**config.mk**
```make
export PLATFORM = sky130hd
export DESIGN_NAME = playfair_digraph_cipher
export DESIGN_NICKNAME = d
export VERILOG_FILES = /design/src/pfc_pkg.sv /design/src/pfc_ram.sv /design/src/pfc_front.sv /design/src/pfc_queue.sv /design/src/pfc_back.sv /design/src/playfair_digraph_cipher.sv
export SDC_FILE = /design/constraint.sdc
export NUM_CORES = 1
export LEC_CHECK = 0
export BUFFER_PORTS_ARGS = -buffer_cell sky130_fd_sc_hd__buf_2
export CORE_ASPECT_RATIO = 1.75
export CORE_UTILIZATION = 60
export CTS_BUF_LIST = sky130_fd_sc_hd__clkbuf_2
export DETAILED_ROUTE_END_ITERATION = 10
export HOLD_SLACK_MARGIN = 0.05
export PLACE_DENSITY = 0.79
export SYNTH_ARGS = -nofsm -noshare
export SYNTH_HDL_FRONTEND = slang
export SYNTH_SLANG_ARGS = --single-unit
```
**constraint.sdc**
```tcl
create_clock -name clk_i -period 14.9 [get_ports clk_i]
set_clock_uncertainty 0.05 [all_clocks]
set_input_delay 0 -clock clk_i [delete_from_list [all_inputs] [get_ports clk_i]]
set_output_delay 0 -clock clk_i [all_outputs]
set_load 0.1 [all_outputs]
```
**src/pfc_pkg.sv**
```systemverilog
// Shared types, constants and small cell arithmetic helpers for the Playfair engine.
// No dependencies; every other file of the block but pfc_ram imports this package.
package pfc_pkg;

  localparam int NumLetters = 26;
  localparam int NumCells   = 25;

  localparam logic [4:0] LETTER_COUNT = 5'd26;
  localparam logic [4:0] CELL_COUNT   = 5'd25;
  localparam logic [4:0] LETTER_I     = 5'd8;
  localparam logic [4:0] LETTER_J     = 5'd9;
  localparam logic [4:0] LETTER_X     = 5'd23;
  localparam logic [4:0] LAST_LETTER  = 5'd25;
  localparam logic [2:0] LAST_INDEX   = 3'd4;

  typedef enum logic [2:0] {
    KIND_KEY_START   = 3'd0,
    KIND_KEY_LETTER  = 3'd1,
    KIND_KEY_END     = 3'd2,
    KIND_TEXT_LETTER = 3'd3,
    KIND_TEXT_END    = 3'd4
  } kind_e;

  typedef enum logic [1:0] {
    CMD_KEY_START,
    CMD_KEY_LETTER,
    CMD_KEY_END,
    CMD_PAIR
  } cmd_op_e;

  // One command from the front end to the execution unit.
  typedef struct packed {
    cmd_op_e    op;
    logic [4:0] a;     // key letter, or first letter of a pair
    logic [4:0] b;     // second letter of a pair
    logic       dec;   // pair is decrypted
  } cmd_t;

  typedef enum logic [2:0] {
    BK_IDLE,
    BK_KEY_END,
    BK_POS_B,
    BK_CELL1,
    BK_EMIT1,
    BK_EMIT2
  } back_state_e;

  // Row of a cell index 0..24.
  function automatic logic [2:0] cell_row(input logic [4:0] p);
    logic [2:0] r;
    if (p < 5'd5) begin
      r = 3'd0;
    end else if (p < 5'd10) begin
      r = 3'd1;
    end else if (p < 5'd15) begin
      r = 3'd2;
    end else if (p < 5'd20) begin
      r = 3'd3;
    end else begin
      r = 3'd4;
    end
    return r;
  endfunction

  function automatic logic [4:0] cell_of(input logic [2:0] r, input logic [2:0] c);
    return ({2'b00, r} << 2) + {2'b00, r} + {2'b00, c};
  endfunction

  function automatic logic [2:0] cell_col(input logic [4:0] p);
    logic [4:0] rem;
    rem = p - cell_of(cell_row(p), 3'd0);
    return rem[2:0];
  endfunction

  // One step around a row or column, forward or backward modulo five.
  function automatic logic [2:0] step5(input logic [2:0] v, input logic back);
    logic [2:0] s;
    if (back) begin
      s = (v == 3'd0) ? LAST_INDEX : v - 3'd1;
    end else begin
      s = (v == LAST_INDEX) ? 3'd0 : v + 3'd1;
    end
    return s;
  endfunction

endpackage

```
**src/pfc_ram.sv**
```systemverilog
// Generic single write port, single read port RAM with registered read data.
// No dependencies.
module pfc_ram #(
  parameter int WIDTH = 5,
  parameter int DEPTH = 25,
  localparam int AddrW = $clog2(DEPTH)
) (
  input  logic             clk_i,
  input  logic             we_i,
  input  logic [AddrW-1:0] waddr_i,
  input  logic [WIDTH-1:0] wdata_i,
  input  logic             re_i,
  input  logic [AddrW-1:0] raddr_i,
  output logic [WIDTH-1:0] rdata_o
);

  logic [WIDTH-1:0] mem_q [DEPTH];
  logic [WIDTH-1:0] rdata_q;

  always_ff @(posedge clk_i) begin
    if (we_i) begin
      mem_q[waddr_i] <= wdata_i;
    end
    if (re_i) begin
      rdata_q <= mem_q[raddr_i];
    end
  end

  assign rdata_o = rdata_q;

endmodule

```
**src/pfc_front.sv**
```systemverilog
// Front end: accepts input items, folds j onto i, drops invalid items and
// gathers text letters into pairs. Depends on pfc_pkg.
module pfc_front (
  input  logic          clk_i,
  input  logic          rst_ni,
  input  logic          in_valid_i,
  output logic          in_ready_o,
  input  logic [2:0]    in_kind_i,
  input  logic [4:0]    in_letter_i,
  input  logic          decrypt_mode_i,
  output logic          push_valid_o,
  input  logic          push_ready_i,
  output pfc_pkg::cmd_t push_cmd_o
);
  import pfc_pkg::*;

  logic       pend_valid_q, pend_valid_d;
  logic [4:0] pend_letter_q, pend_letter_d;
  logic       accept;
  logic [4:0] l;
  logic       in_range;

  assign in_ready_o = push_ready_i;
  assign accept     = in_valid_i & push_ready_i;
  assign l          = (in_letter_i == LETTER_J) ? LETTER_I : in_letter_i;
  assign in_range   = (l < LETTER_COUNT);

  always_comb begin
    pend_valid_d  = pend_valid_q;
    pend_letter_d = pend_letter_q;
    push_valid_o  = 1'b0;
    push_cmd_o    = '{op: CMD_KEY_START, a: l, b: LETTER_X, dec: decrypt_mode_i};
    if (accept) begin
      case (kind_e'(in_kind_i))
        KIND_KEY_START: begin
          push_valid_o  = 1'b1;
          pend_valid_d  = 1'b0;
          pend_letter_d = '0;
        end
        KIND_KEY_LETTER: begin
          push_valid_o  = in_range;
          push_cmd_o.op = CMD_KEY_LETTER;
        end
        KIND_KEY_END: begin
          push_valid_o  = 1'b1;
          push_cmd_o.op = CMD_KEY_END;
        end
        KIND_TEXT_LETTER: begin
          push_cmd_o.op = CMD_PAIR;
          push_cmd_o.a  = pend_letter_q;
          if (in_range) begin
            if (!pend_valid_q) begin
              pend_valid_d  = 1'b1;
              pend_letter_d = l;
            end else if (!decrypt_mode_i && (l == pend_letter_q)) begin
              // A doubled letter is split by x and stays held for the next pair.
              push_valid_o = 1'b1;
            end else begin
              push_valid_o  = 1'b1;
              push_cmd_o.b  = l;
              pend_valid_d  = 1'b0;
            end
          end
        end
        KIND_TEXT_END: begin
          push_cmd_o.op = CMD_PAIR;
          push_cmd_o.a  = pend_letter_q;
          push_valid_o  = pend_valid_q;
          pend_valid_d  = 1'b0;
        end
        default: begin
          push_valid_o = 1'b0;
        end
      endcase
    end
  end

  always_ff @(posedge clk_i or negedge rst_ni) begin
    if (!rst_ni) begin
      pend_valid_q  <= 1'b0;
      pend_letter_q <= '0;
    end else begin
      pend_valid_q  <= pend_valid_d;
      pend_letter_q <= pend_letter_d;
    end
  end

endmodule

```
**src/pfc_queue.sv**
```systemverilog
// Small command queue between the front end and the execution unit.
// Depends on pfc_pkg for the command type.
module pfc_queue #(
  parameter int DEPTH = 2
) (
  input  logic          clk_i,
  input  logic          rst_ni,
  input  logic          push_valid_i,
  output logic          push_ready_o,
  input  pfc_pkg::cmd_t push_cmd_i,
  output logic          pop_valid_o,
  input  logic          pop_i,
  output pfc_pkg::cmd_t pop_cmd_o
);
  import pfc_pkg::*;

  localparam int PtrW = $clog2(DEPTH);
  localparam int CntW = $clog2(DEPTH + 1);

  cmd_t            slot_q [DEPTH];
  logic [PtrW-1:0] wr_ptr_q, wr_ptr_d, rd_ptr_q, rd_ptr_d;
  logic [CntW-1:0] count_q, count_d;
  logic            do_push, do_pop;

  assign push_ready_o = (count_q != CntW'(DEPTH));
  assign pop_valid_o  = (count_q != '0);
  assign pop_cmd_o    = slot_q[rd_ptr_q];
  assign do_push      = push_valid_i & push_ready_o;
  assign do_pop       = pop_i & pop_valid_o;

  always_comb begin
    wr_ptr_d = wr_ptr_q;
    rd_ptr_d = rd_ptr_q;
    count_d  = count_q;
    if (do_push) begin
      wr_ptr_d = (wr_ptr_q == PtrW'(DEPTH - 1)) ? '0 : wr_ptr_q + PtrW'(1);
    end
    if (do_pop) begin
      rd_ptr_d = (rd_ptr_q == PtrW'(DEPTH - 1)) ? '0 : rd_ptr_q + PtrW'(1);
    end
    if (do_push && !do_pop) begin
      count_d = count_q + CntW'(1);
    end else if (do_pop && !do_push) begin
      count_d = count_q - CntW'(1);
    end
  end

  always_ff @(posedge clk_i) begin
    if (do_push) begin
      slot_q[wr_ptr_q] <= push_cmd_i;
    end
  end

  always_ff @(posedge clk_i or negedge rst_ni) begin
    if (!rst_ni) begin
      wr_ptr_q <= '0;
      rd_ptr_q <= '0;
      count_q  <= '0;
    end else begin
      wr_ptr_q <= wr_ptr_d;
      rd_ptr_q <= rd_ptr_d;
      count_q  <= count_d;
    end
  end

endmodule

```
**src/pfc_back.sv**
```systemverilog
// Execution unit: builds the key square and substitutes letter pairs.
// Depends on pfc_pkg and pfc_ram (key square and letter position memories).
module pfc_back (
  input  logic          clk_i,
  input  logic          rst_ni,
  input  logic          cmd_valid_i,
  output logic          cmd_pop_o,
  input  pfc_pkg::cmd_t cmd_i,
  output logic          out_valid_o,
  input  logic          out_ready_i,
  output logic [4:0]    out_letter_o,
  output logic          out_last_o
);
  import pfc_pkg::*;

  back_state_e state_q, state_d;

  logic [NumLetters-1:0] used_q, used_d;
  logic [4:0]            fill_q, fill_d;
  logic [4:0]            idx_q, idx_d;
  logic [4:0]            b_q, b_d;
  logic                  dec_q, dec_d;
  logic [4:0]            p1_q, p1_d;
  logic [4:0]            n2_q, n2_d;
  logic                  out_valid_q, out_valid_d;
  logic [4:0]            out_letter_q, out_letter_d;
  logic                  out_last_q, out_last_d;

  // Placement of one letter into the next free cell.
  logic       place_req;
  logic [4:0] place_letter;
  logic       place_ok;

  logic       pos_re, sq_re;
  logic [4:0] pos_raddr, sq_raddr;
  logic [4:0] pos_rdata, sq_rdata;

  logic       out_free;
  logic [4:0] p1, p2, n1, n2;
  logic [2:0] r1, c1, r2, c2;

  assign out_free = !out_valid_q || out_ready_i;
  assign place_ok = place_req && !used_q[place_letter] && (fill_q < CELL_COUNT);

  // Entries never written may hold anything; keep the cell index in range.
  assign p1 = (p1_q < CELL_COUNT) ? p1_q : '0;
  assign p2 = (pos_rdata < CELL_COUNT) ? pos_rdata : '0;
  assign r1 = cell_row(p1);
  assign c1 = cell_col(p1);
  assign r2 = cell_row(p2);
  assign c2 = cell_col(p2);

  always_comb begin
    if (r1 == r2) begin
      n1 = cell_of(r1, step5(c1, dec_q));
      n2 = cell_of(r2, step5(c2, dec_q));
    end else if (c1 == c2) begin
      n1 = cell_of(step5(r1, dec_q), c1);
      n2 = cell_of(step5(r2, dec_q), c2);
    end else begin
      n1 = cell_of(r1, c2);
      n2 = cell_of(r2, c1);
    end
  end

  // Next state.
  always_comb begin
    state_d = state_q;
    case (state_q)
      BK_IDLE: begin
        if (cmd_valid_i) begin
          case (cmd_i.op)
            CMD_KEY_END: state_d = BK_KEY_END;
            CMD_PAIR:    state_d = BK_POS_B;
            default:     state_d = BK_IDLE;
          endcase
        end
      end
      BK_KEY_END: begin
        if (idx_q == LAST_LETTER) begin
          state_d = BK_IDLE;
        end
      end
      BK_POS_B: state_d = BK_CELL1;
      BK_CELL1: state_d = BK_EMIT1;
      BK_EMIT1: begin
        if (out_free) begin
          state_d = BK_EMIT2;
        end
      end
      BK_EMIT2: begin
        if (out_free) begin
          state_d = BK_IDLE;
        end
      end
      default: state_d = BK_IDLE;
    endcase
  end

  // Outputs and datapath.
  always_comb begin
    cmd_pop_o    = 1'b0;
    used_d       = used_q;
    fill_d       = fill_q;
    idx_d        = idx_q;
    b_d          = b_q;
    dec_d        = dec_q;
    p1_d         = p1_q;
    n2_d         = n2_q;
    place_req    = 1'b0;
    place_letter = cmd_i.a;
    pos_re       = 1'b0;
    pos_raddr    = cmd_i.a;
    sq_re        = 1'b0;
    sq_raddr     = n1;
    out_letter_d = out_letter_q;
    out_last_d   = out_last_q;
    out_valid_d  = out_ready_i ? 1'b0 : out_valid_q;

    case (state_q)
      BK_IDLE: begin
        cmd_pop_o = cmd_valid_i;
        if (cmd_valid_i) begin
          case (cmd_i.op)
            CMD_KEY_START: begin
              used_d           = '0;
              used_d[LETTER_J] = 1'b1;
              fill_d           = '0;
            end
            CMD_KEY_LETTER: begin
              place_req = 1'b1;
            end
            CMD_KEY_END: begin
              idx_d = '0;
            end
            CMD_PAIR: begin
              pos_re = 1'b1;
              b_d    = cmd_i.b;
              dec_d  = cmd_i.dec;
            end
            default: begin
              place_req = 1'b0;
            end
          endcase
        end
      end
      BK_KEY_END: begin
        place_req    = 1'b1;
        place_letter = idx_q;
        idx_d        = idx_q + 5'd1;
      end
      BK_POS_B: begin
        p1_d      = pos_rdata;
        pos_re    = 1'b1;
        pos_raddr = b_q;
      end
      BK_CELL1: begin
        sq_re = 1'b1;
        n2_d  = n2;
      end
      BK_EMIT1: begin
        if (out_free) begin
          out_valid_d  = 1'b1;
          out_letter_d = sq_rdata;
          out_last_d   = 1'b0;
          sq_re        = 1'b1;
          sq_raddr     = n2_q;
        end
      end
      BK_EMIT2: begin
        if (out_free) begin
          out_valid_d  = 1'b1;
          out_letter_d = sq_rdata;
          out_last_d   = 1'b1;
        end
      end
      default: begin
        cmd_pop_o = 1'b0;
      end
    endcase

    if (place_ok) begin
      used_d[place_letter] = 1'b1;
      fill_d               = fill_q + 5'd1;
    end
  end

  pfc_ram #(.WIDTH(5), .DEPTH(NumCells)) u_square (
    .clk_i   (clk_i),
    .we_i    (place_ok),
    .waddr_i (fill_q),
    .wdata_i (place_letter),
    .re_i    (sq_re),
    .raddr_i (sq_raddr),
    .rdata_o (sq_rdata)
  );

  pfc_ram #(.WIDTH(5), .DEPTH(NumLetters)) u_position (
    .clk_i   (clk_i),
    .we_i    (place_ok),
    .waddr_i (place_letter),
    .wdata_i (fill_q),
    .re_i    (pos_re),
    .raddr_i (pos_raddr),
    .rdata_o (pos_rdata)
  );

  always_ff @(posedge clk_i) begin
    idx_q        <= idx_d;
    b_q          <= b_d;
    dec_q        <= dec_d;
    p1_q         <= p1_d;
    n2_q         <= n2_d;
    out_letter_q <= out_letter_d;
    out_last_q   <= out_last_d;
  end

  always_ff @(posedge clk_i or negedge rst_ni) begin
    if (!rst_ni) begin
      state_q     <= BK_IDLE;
      used_q      <= '0;
      fill_q      <= '0;
      out_valid_q <= 1'b0;
    end else begin
      state_q     <= state_d;
      used_q      <= used_d;
      fill_q      <= fill_d;
      out_valid_q <= out_valid_d;
    end
  end

  assign out_valid_o  = out_valid_q;
  assign out_letter_o = out_letter_q;
  assign out_last_o   = out_last_q;

endmodule

```
**src/playfair_digraph_cipher.sv**
```systemverilog
// Top level of the Playfair digraph cipher engine.
// Depends on pfc_pkg, pfc_front, pfc_queue and pfc_back.
//
// This block runs the classic 5x5 Playfair cipher on letters coded a=0 to
// z=25, with j folded onto i. Each input item carries a kind on tuser (key
// start, key letter, key end, text letter, text end) and a letter in the low
// five bits of tdata. A key start clears the square, key letters fill it in
// order of first appearance, and a key end appends the unused letters in
// alphabet order. Text letters are gathered into pairs; in encrypt mode a
// doubled letter is split by x and carried into the next pair, and an odd
// tail is padded with x at text end. Every pair yields two output items, the
// second one marked by tlast. The front end takes one item per cycle as long
// as its command queue has room, and items that complete no pair or key step
// push no command. Behind the queue, the execution unit handles a key start
// or key letter in its idle state, walks all 26 alphabet letters on a key
// end, and for each pair makes two reads of the letter position memory, then
// two reads of the key square memory, each memory having a single read port;
// a stalled output holds it. It takes a new command only from its idle
// state, so it finishes a pair before it takes the next. The decrypt_mode
// register is written through cfg_we_i and cfg_wdata_i; the user must write
// it only while the block is idle, as the block itself does not enforce it.
module playfair_digraph_cipher #(
  parameter int QUEUE_DEPTH = 2
) (
  input  logic       clk_i,
  input  logic       rst_ni,

  input  logic       cfg_we_i,
  input  logic       cfg_wdata_i,     // decrypt_mode

  input  logic       s_axis_tvalid,
  output logic       s_axis_tready,
  input  logic [7:0] s_axis_tdata,    // [4:0] letter, [7:5] zero
  input  logic [2:0] s_axis_tuser,    // [2:0] kind

  output logic       m_axis_tvalid,
  input  logic       m_axis_tready,
  output logic [7:0] m_axis_tdata,    // [4:0] out_letter, [7:5] zero
  output logic       m_axis_tlast     // last
);
  import pfc_pkg::*;

  logic       decrypt_mode_q;
  logic       push_valid, push_ready;
  cmd_t       push_cmd;
  logic       pop_valid, pop;
  cmd_t       pop_cmd;
  logic [4:0] out_letter;

  // The mode register is sampled by the front end when a pair is formed.
  always_ff @(posedge clk_i or negedge rst_ni) begin
    if (!rst_ni) begin
      decrypt_mode_q <= 1'b0;
    end else if (cfg_we_i) begin
      decrypt_mode_q <= cfg_wdata_i;
    end
  end

  pfc_front u_front (
    .clk_i          (clk_i),
    .rst_ni         (rst_ni),
    .in_valid_i     (s_axis_tvalid),
    .in_ready_o     (s_axis_tready),
    .in_kind_i      (s_axis_tuser),
    .in_letter_i    (s_axis_tdata[4:0]),
    .decrypt_mode_i (decrypt_mode_q),
    .push_valid_o   (push_valid),
    .push_ready_i   (push_ready),
    .push_cmd_o     (push_cmd)
  );

  pfc_queue #(.DEPTH(QUEUE_DEPTH)) u_queue (
    .clk_i        (clk_i),
    .rst_ni       (rst_ni),
    .push_valid_i (push_valid),
    .push_ready_o (push_ready),
    .push_cmd_i   (push_cmd),
    .pop_valid_o  (pop_valid),
    .pop_i        (pop),
    .pop_cmd_o    (pop_cmd)
  );

  pfc_back u_back (
    .clk_i        (clk_i),
    .rst_ni       (rst_ni),
    .cmd_valid_i  (pop_valid),
    .cmd_pop_o    (pop),
    .cmd_i        (pop_cmd),
    .out_valid_o  (m_axis_tvalid),
    .out_ready_i  (m_axis_tready),
    .out_letter_o (out_letter),
    .out_last_o   (m_axis_tlast)
  );

  assign m_axis_tdata = {3'b000, out_letter};

endmodule
```
After elaboration in Yosys (flattened, before gate mapping)
Memory sizes are Yosys's and may differ from the RTL's. A register that Yosys moved wholly into a read port is not among the register bits.
Index checks and enable logic that the tools add are counted.
Operators by class
  equality and inequality tests: 29
  bitwise operators: 4
  muxes and demuxes: 99
  reductions and logical operators: 40
  $lt $le $gt $ge: 14
  add/subtract/negate cells: 26
Operators with widths (number)
  2-to-1 mux 5 bit: 24
  2-to-1 mux 26 bit: 4
  2-to-1 mux 3 bit: 30
  adder 5 x 3 -> 5 bit: 10
  < comparator 5 bit, second input constant: 6
  OR 26 bit: 1
  2-to-1 mux 1 bit: 25
  equality test 3 bit, second input constant: 7
  < comparator 5 x 4 -> 1 bit, second input constant: 4
  case mux 5 bit (2 select lines): 2
  zero test 3 bit: 6
  case mux 3 bit (6 select lines): 1
  nonzero test 2 bit: 9
  AND reduction 3 bit: 5
  adder 3 x 1 -> 3 bit, second input constant: 4
  equality test 3 x 2 -> 1 bit, second input constant: 4
  2-to-1 mux 12 bit: 1
  subtractor 3 x 1 -> 3 bit, second input constant: 4
  adder 5 x 1 -> 5 bit, second input constant: 2
  < comparator 5 x 3 -> 1 bit, second input constant: 2
  inequality test 2 x 1 -> 1 bit, second input constant: 5
  case mux 1 bit (2 select lines): 5
  AND reduction 4 bit: 2
  OR reduction 2 bit: 4
  26 further kinds: 45
Word-level totals
  output and inout port bits: 11
  logic and storage cells: 232
  bits in writable memories: 281
  input bits: 17
  flip-flop bits (word level): 73
  memories kept: 3
Memories
  u_back.u_position.mem_q: depth 26, width 5, read ports 1, clocked after Yosys merged registers in 1, wr ports 1, RTL line pfc_ram.sv:17  | logic [WIDTH-1:0] mem_q [DEPTH];
  u_back.u_square.mem_q: depth 25, width 5, read ports 1, clocked after Yosys merged registers in 1, wr ports 1, RTL line pfc_ram.sv:17
  u_queue.slot_q: depth 2, width 13, read ports 1, clocked after Yosys merged registers in 0, wr ports 1, RTL line pfc_queue.sv:20  | cmd_t slot_q [DEPTH];

Longest topological paths before layout
  depth after elaboration: 18
  mapped depth: 26
  mapped depth without buffers: 23

Cells and area by module
Synthesis repeated with hierarchy kept, for this count alone.
Unflattened totals
  cells, all modules: 1241
  area, all modules: 17400.4 um2
Modules (own cells, without submodules)
  pfc_ram (u_back.u_position): times used 1, area an instance 5416.4 um2, cells each 314, seq. area each 4053.9 um2
  pfc_ram (u_back.u_square): times used 1, area an instance 5128.7 um2, cells each 272, seq. area each 3903.7 um2
  pfc_back: times used 1, area an instance 5036.1 um2, cells each 518, seq. area each 1686.6 um2
  pfc_queue: times used 1, area an instance 1144.8 um2, cells each 58, seq. area each 880.8 um2
  pfc_front: times used 1, area an instance 608.1 um2, cells each 73, seq. area each 150.1 um2
  playfair_digraph_cipher: times used 1, area an instance 66.3 um2, cells each 6, seq. area each 25.0 um2

Worst setup path after synthesis
OpenSTA, ideal clock, no wires.
  path kind: register -> register
  start point: register u_back.p1_q[2]
  end point: register u_back.u_square.rdata_q[0] (netlist: u_back.u_square.rdata_o[0]) (read register of u_back.u_square.mem_q), data pin
  library setup time: 0.272 ns
  cell stages (with the launch flop): 20
  path slack: 9.681 ns
  buffers on the path: 1
  data required time: 14.578 ns
  arrival: 4.898 ns
  period minus slack after synthesis: 5.219 ns
  cells stage by stage: edfxtp_1 -> buf_4 -> nor3_2 -> o22ai_2 -> or2_2 -> inv_1 -> ha_1 -> inv_1 -> o311a_1 -> nor4_2 -> fa_1 -> ha_1 -> a21o_1 -> a21oi_1 -> xor2_1 -> mux2i_1 -> o31a_1 -> and2_1 -> a22o_1 -> or4_1
Between the ends
  longest elaborated chain between the ends: 18
RTL lines
  start: declaration: RTL line pfc_back.sv:23  | logic [4:0] p1_q, p1_d;
  start signal: assignment: RTL line pfc_back.sv:212  | p1_q <= p1_d;
  < comparator 5 bit: RTL line pfc_back.sv:46  | assign p1 = (p1_q < CELL_COUNT) ? p1_q : '0;
  2-to-1 mux 5 bit (*): RTL line pfc_back.sv:46
  branches (longest 13 deep; another with < comparator 5 bit)
  2-to-1 mux 5 bit (*): RTL line pfc_back.sv:54  | if (r1 == r2) begin
  2-to-1 mux 5 bit: RTL line pfc_back.sv:162  | if (out_free) begin
  2-to-1 mux 5 bit (*): RTL line pfc_back.sv:120  | case (state_q)
  end: declaration: RTL line pfc_ram.sv:18  | logic [WIDTH-1:0] rdata_q;
Every way passes the cells marked *. The select of a mux whose other input is x is not followed.
A chain may end at the register's enable or synchronous reset.

Worst setup path after layout
  start point: register u_back.p1_q[2]
  end point: register u_back.u_square.rdata_q[1] (netlist: u_back.u_square.rdata_o[1]) (read register of u_back.u_square.mem_q), data pin
The elaborated chain is that of the path after synthesis.

==> impl_metrics.csv <==
group,metric,value,unit
run_status,outcome,"complete, no violations",
layout,syn_to_final_growth,9.06,%
synthesis,synthSimpleGateAreaFrac,9.39,%
synthesis,synth_mux_area_share,8.38,%
grt,gr-total-overflow,0,
sta,clock.fmax,155,MHz
floorplan,die_w,131,um
sta,slew_violations,0,
worst_hold_path,min_to,"u_queue.wr_ptr_q",
layout,multiInputGateArea,0.00638,mm2
clock_network,cts_resized,0,
synthesis,synthCells,1308,
worst_setup_path,path_max_fanout,14,
detailed_routing,ant_nets,0,
worst_setup_path,cp-start-kind,"flip-flop",
sta,max_slew_margin,23.6,%
worst_setup_path,reg2reg_to,"u_back.u_square.rdata_o[1]",
placed_design,numPortBuffers,21,
synthesis,avgSynthCellArea,13.4,um2
grt,grt_usage,26.3,%
synthesis,synth_cell_type_count,85,
sta,finalSetupTns,0,ns
clock_network,cts_buffers,78,
clock_network,clkTransAtPathRegs,0.10,ns
worst_setup_path,crit_path_end_kind,"flip-flop",
sta,finalHoldViolations,0,
clock_network,cts_root_buf,"clkbuf_2",
worst_hold_path,min_path_cells,7,
layout,num-fill-cells,2084,
detailed_routing,first_iter_violations,743,
synthesis,synth_seq_cells,364,
clock_network,cts_tree,"built",
layout,seq_area,0.0107,mm2
floorplan,design.die.area,0.0299,mm2
grt,grt_pass1_vias,11600,
synthesis,netlist_area,0.0175,mm2
layout,drive_above_1_share,17.9,%
grt,grt_start_max_net_pins,47,
floorplan,num_rows,82,
floorplan,ios,28,
worst_setup_path,rrSetupSlack,8.43,ns
synthesis,synthArstFlopShare,12.6,%
worst_setup_path,timing.rr.start,"u_back.p1_q[2]",
synthesis,synth_most_common_cell,"edfxtp_1",
floorplan,start_util,61.0,%
sta,period_share,43.4,%
synthesis,yosysSeqAreaShare,61.0,%
detailed_routing,vias,11200,
worst_hold_path,min_from,"s_axis_tuser[2]",
synthesis,synthXorXnorAreaFrac,2.69,%
run,cap_violations,0,
synthesis,synth_compound_area_share,11.2,%
sta,grt_setup_unrepaired,"false",
worst_setup_path,startpoint,"u_back.p1_q[2]",
synthesis,synth_edf_count,318,
detailed_routing,wl_per_cell,20.6,um
detailed_routing,route.detailed.drc,0,
floorplan,die_h,228,um
sta,min_period,6.47,ns
synthesis,synth_commonest_cells,"edfxtp_1 (318), nand2_1 (140), nor2_1 (106)",
grt,antenna_found_initial,1,
detailed_routing,vias_per_cell,6.08,
layout,fin_nets,1481,
grt,grt_pass1_wl,60.1,mm
synthesis,yosysWarnings,0,
synthesis,synth_ff_type,"edfxtp_1",
detailed_routing,first_pass_iters,6,
clock_network,clock_sinks,364,
synthesis,synth-adder-area-share,4.54,%
synthesis,synth_top_family_by_area,"compound AO/OA/AOI/OAI gates",
clock_network,clockBufferDepth,3,
synthesis,synth_top_area_share,54.5,%
sta,setup_viol,0,
worst_setup_path,cp.arrival,7.12,ns
clock_network,insertion_delay,0.96,ns
clock_network,cts_max_level,3,
detailed_routing,drt-total-wl,37.9,mm
worst_setup_path,required,15.55,ns
worst_setup_path,r2r_cells,17,
placed_design,place_congestion,0.865,
synthesis,synth_area_leader_cell,"edfxtp_1",
synthesis,synthTopCellsByArea,"edfxtp_1 (54%), dfrtp_1 (6.6%), mux4_2 (4.6%)",
worst_setup_path,path_class,"reg2reg",
worst_hold_path,hold_class,"in2reg",
floorplan,coreArea,0.0287,mm2
placed_design,hpwl,25.4,mm
sta,worst_pin_slew,1.15,ns
[cells in the final DEF, fill, tap and decap left out, types with 10 or more instances in the layout]
master	netlist	final
dfrtp_1	46	46
fa_1	10	10
clkinv_1	0	16
nor2_1	106	106
mux2_2	23	23
nand2_1	140	140
nand2b_1	13	13
nor3_1	13	13
a21o_1	18	18
edfxtp_1	318	318
ha_1	46	46
clkbuf_2	0	109
o21ai_0	63	60
o21ai_1	15	15
xnor2_1	27	27
inv_1	44	44
and3_1	11	11
xor2_1	15	15
buf_4	7	15
buf_2	14	21
nand3_1	32	32
o211ai_1	18	18
mux2i_1	40	40
a21oi_1	54	54
dlygate4sd3_1	0	40
mux4_2	36	36
[per-layer routing]
layer	vias up	share of wire, %	global-route usage (%)
li1	5187	-	-
met1	5519	35	27.3
met2	402	55	49.2
met3	105	5.1	4.98
met4	0	4.4	14.9
met5	-	0	0
[how the worst max path moves through the flow]
stage,end,slack (ns),cells after the start
floorplan,u_back.u_square.rdata_o[0],9.68,19
global placement,u_back.u_square.rdata_o[4],8.52,17
detailed placement,u_back.u_square.rdata_o[1],8.43,17
CTS,u_back.u_square.rdata_o[1],8.48,17
global route,u_back.u_square.rdata_o[1],8.12,17
finish,u_back.u_square.rdata_o[1],8.43,17
[layout make-up]
| class | count | area share, % |
|---|---|---|
| sequential | 364 | 55.9 |
| clock inverter | 28 | 1.08 |
| timing repair buffer | 77 | 3.38 |
| clock buffer | 109 | 2.85 |
| inverter | 46 | 0.903 |
| tap | 378 | 2.47 |
| multi-input combinational | 841 | 33.4 |
| antenna | 1 | 0.0131 |
[state kept, by name (all words and copies together) (netlist names), 26 cells and up]
signal / flops
u_back.used_q: 26
u_queue.slot_q: 26
u_back.u_position.mem_q: 130
u_back.u_square.mem_q: 125
[per-stage QoR]
stage / cells / utilization [%] / setup slack (ns) / hold slack, ns / area (um2)
2_1_floorplan: 1310 / - / 9.68 / -0.346 / 17500
6_report: 1844 / 66.6 / 8.43 / 0.251 / 19100
4_1_cts: 1843 / 66.6 / 8.48 / 0.116 / 19100
3_5_place_dp: 1665 / 62.5 / 8.43 / 0.190 / 17900
3_3_place_gp: 1665 / 62.5 / 8.52 / 0.178 / 17900
5_1_grt: 1844 / 66.6 / 8.12 / 0.169 / 19100
[cell families after synthesis]
family / count (synthesis)
AO/OA/AOI/OAI: 273
XOR/XNOR: 47
adder cells (fa/ha/maj): 58
buffers and inverters: 105
flip-flops: 364
multiplexers: 99
other: 1
AND/OR/NAND/NOR: 361
[repair_timing]
item / in CTS / in global routing
hold buffers: 41 / 0
setup endpoints to repair: 0 / 0
buffers inserted: 0 / 0
endpoints found under the hold margin: 115 / 0
[worst max-delay path, cell delays in order, from the launching register on]
cell and delay (ns):
edfxtp_1 0.61, nor2b_1 0.25, o21a_1 0.28, or2_2 0.34, inv_1 0.30, ha_1 0.26
inv_1 0.05, o311a_1 0.35, nor4_2 0.39, fa_1 0.53, fa_1 0.45, xor2_1 0.26
o221ai_1 0.20, a21oi_1 0.78, nor3_1 0.32, o211ai_1 0.21, o211ai_1 0.20, or4_1 0.46
Power is left out: the tool's default activity adds up to more than one toggle a clock period on the data nets, which glitch-free logic cannot reach.
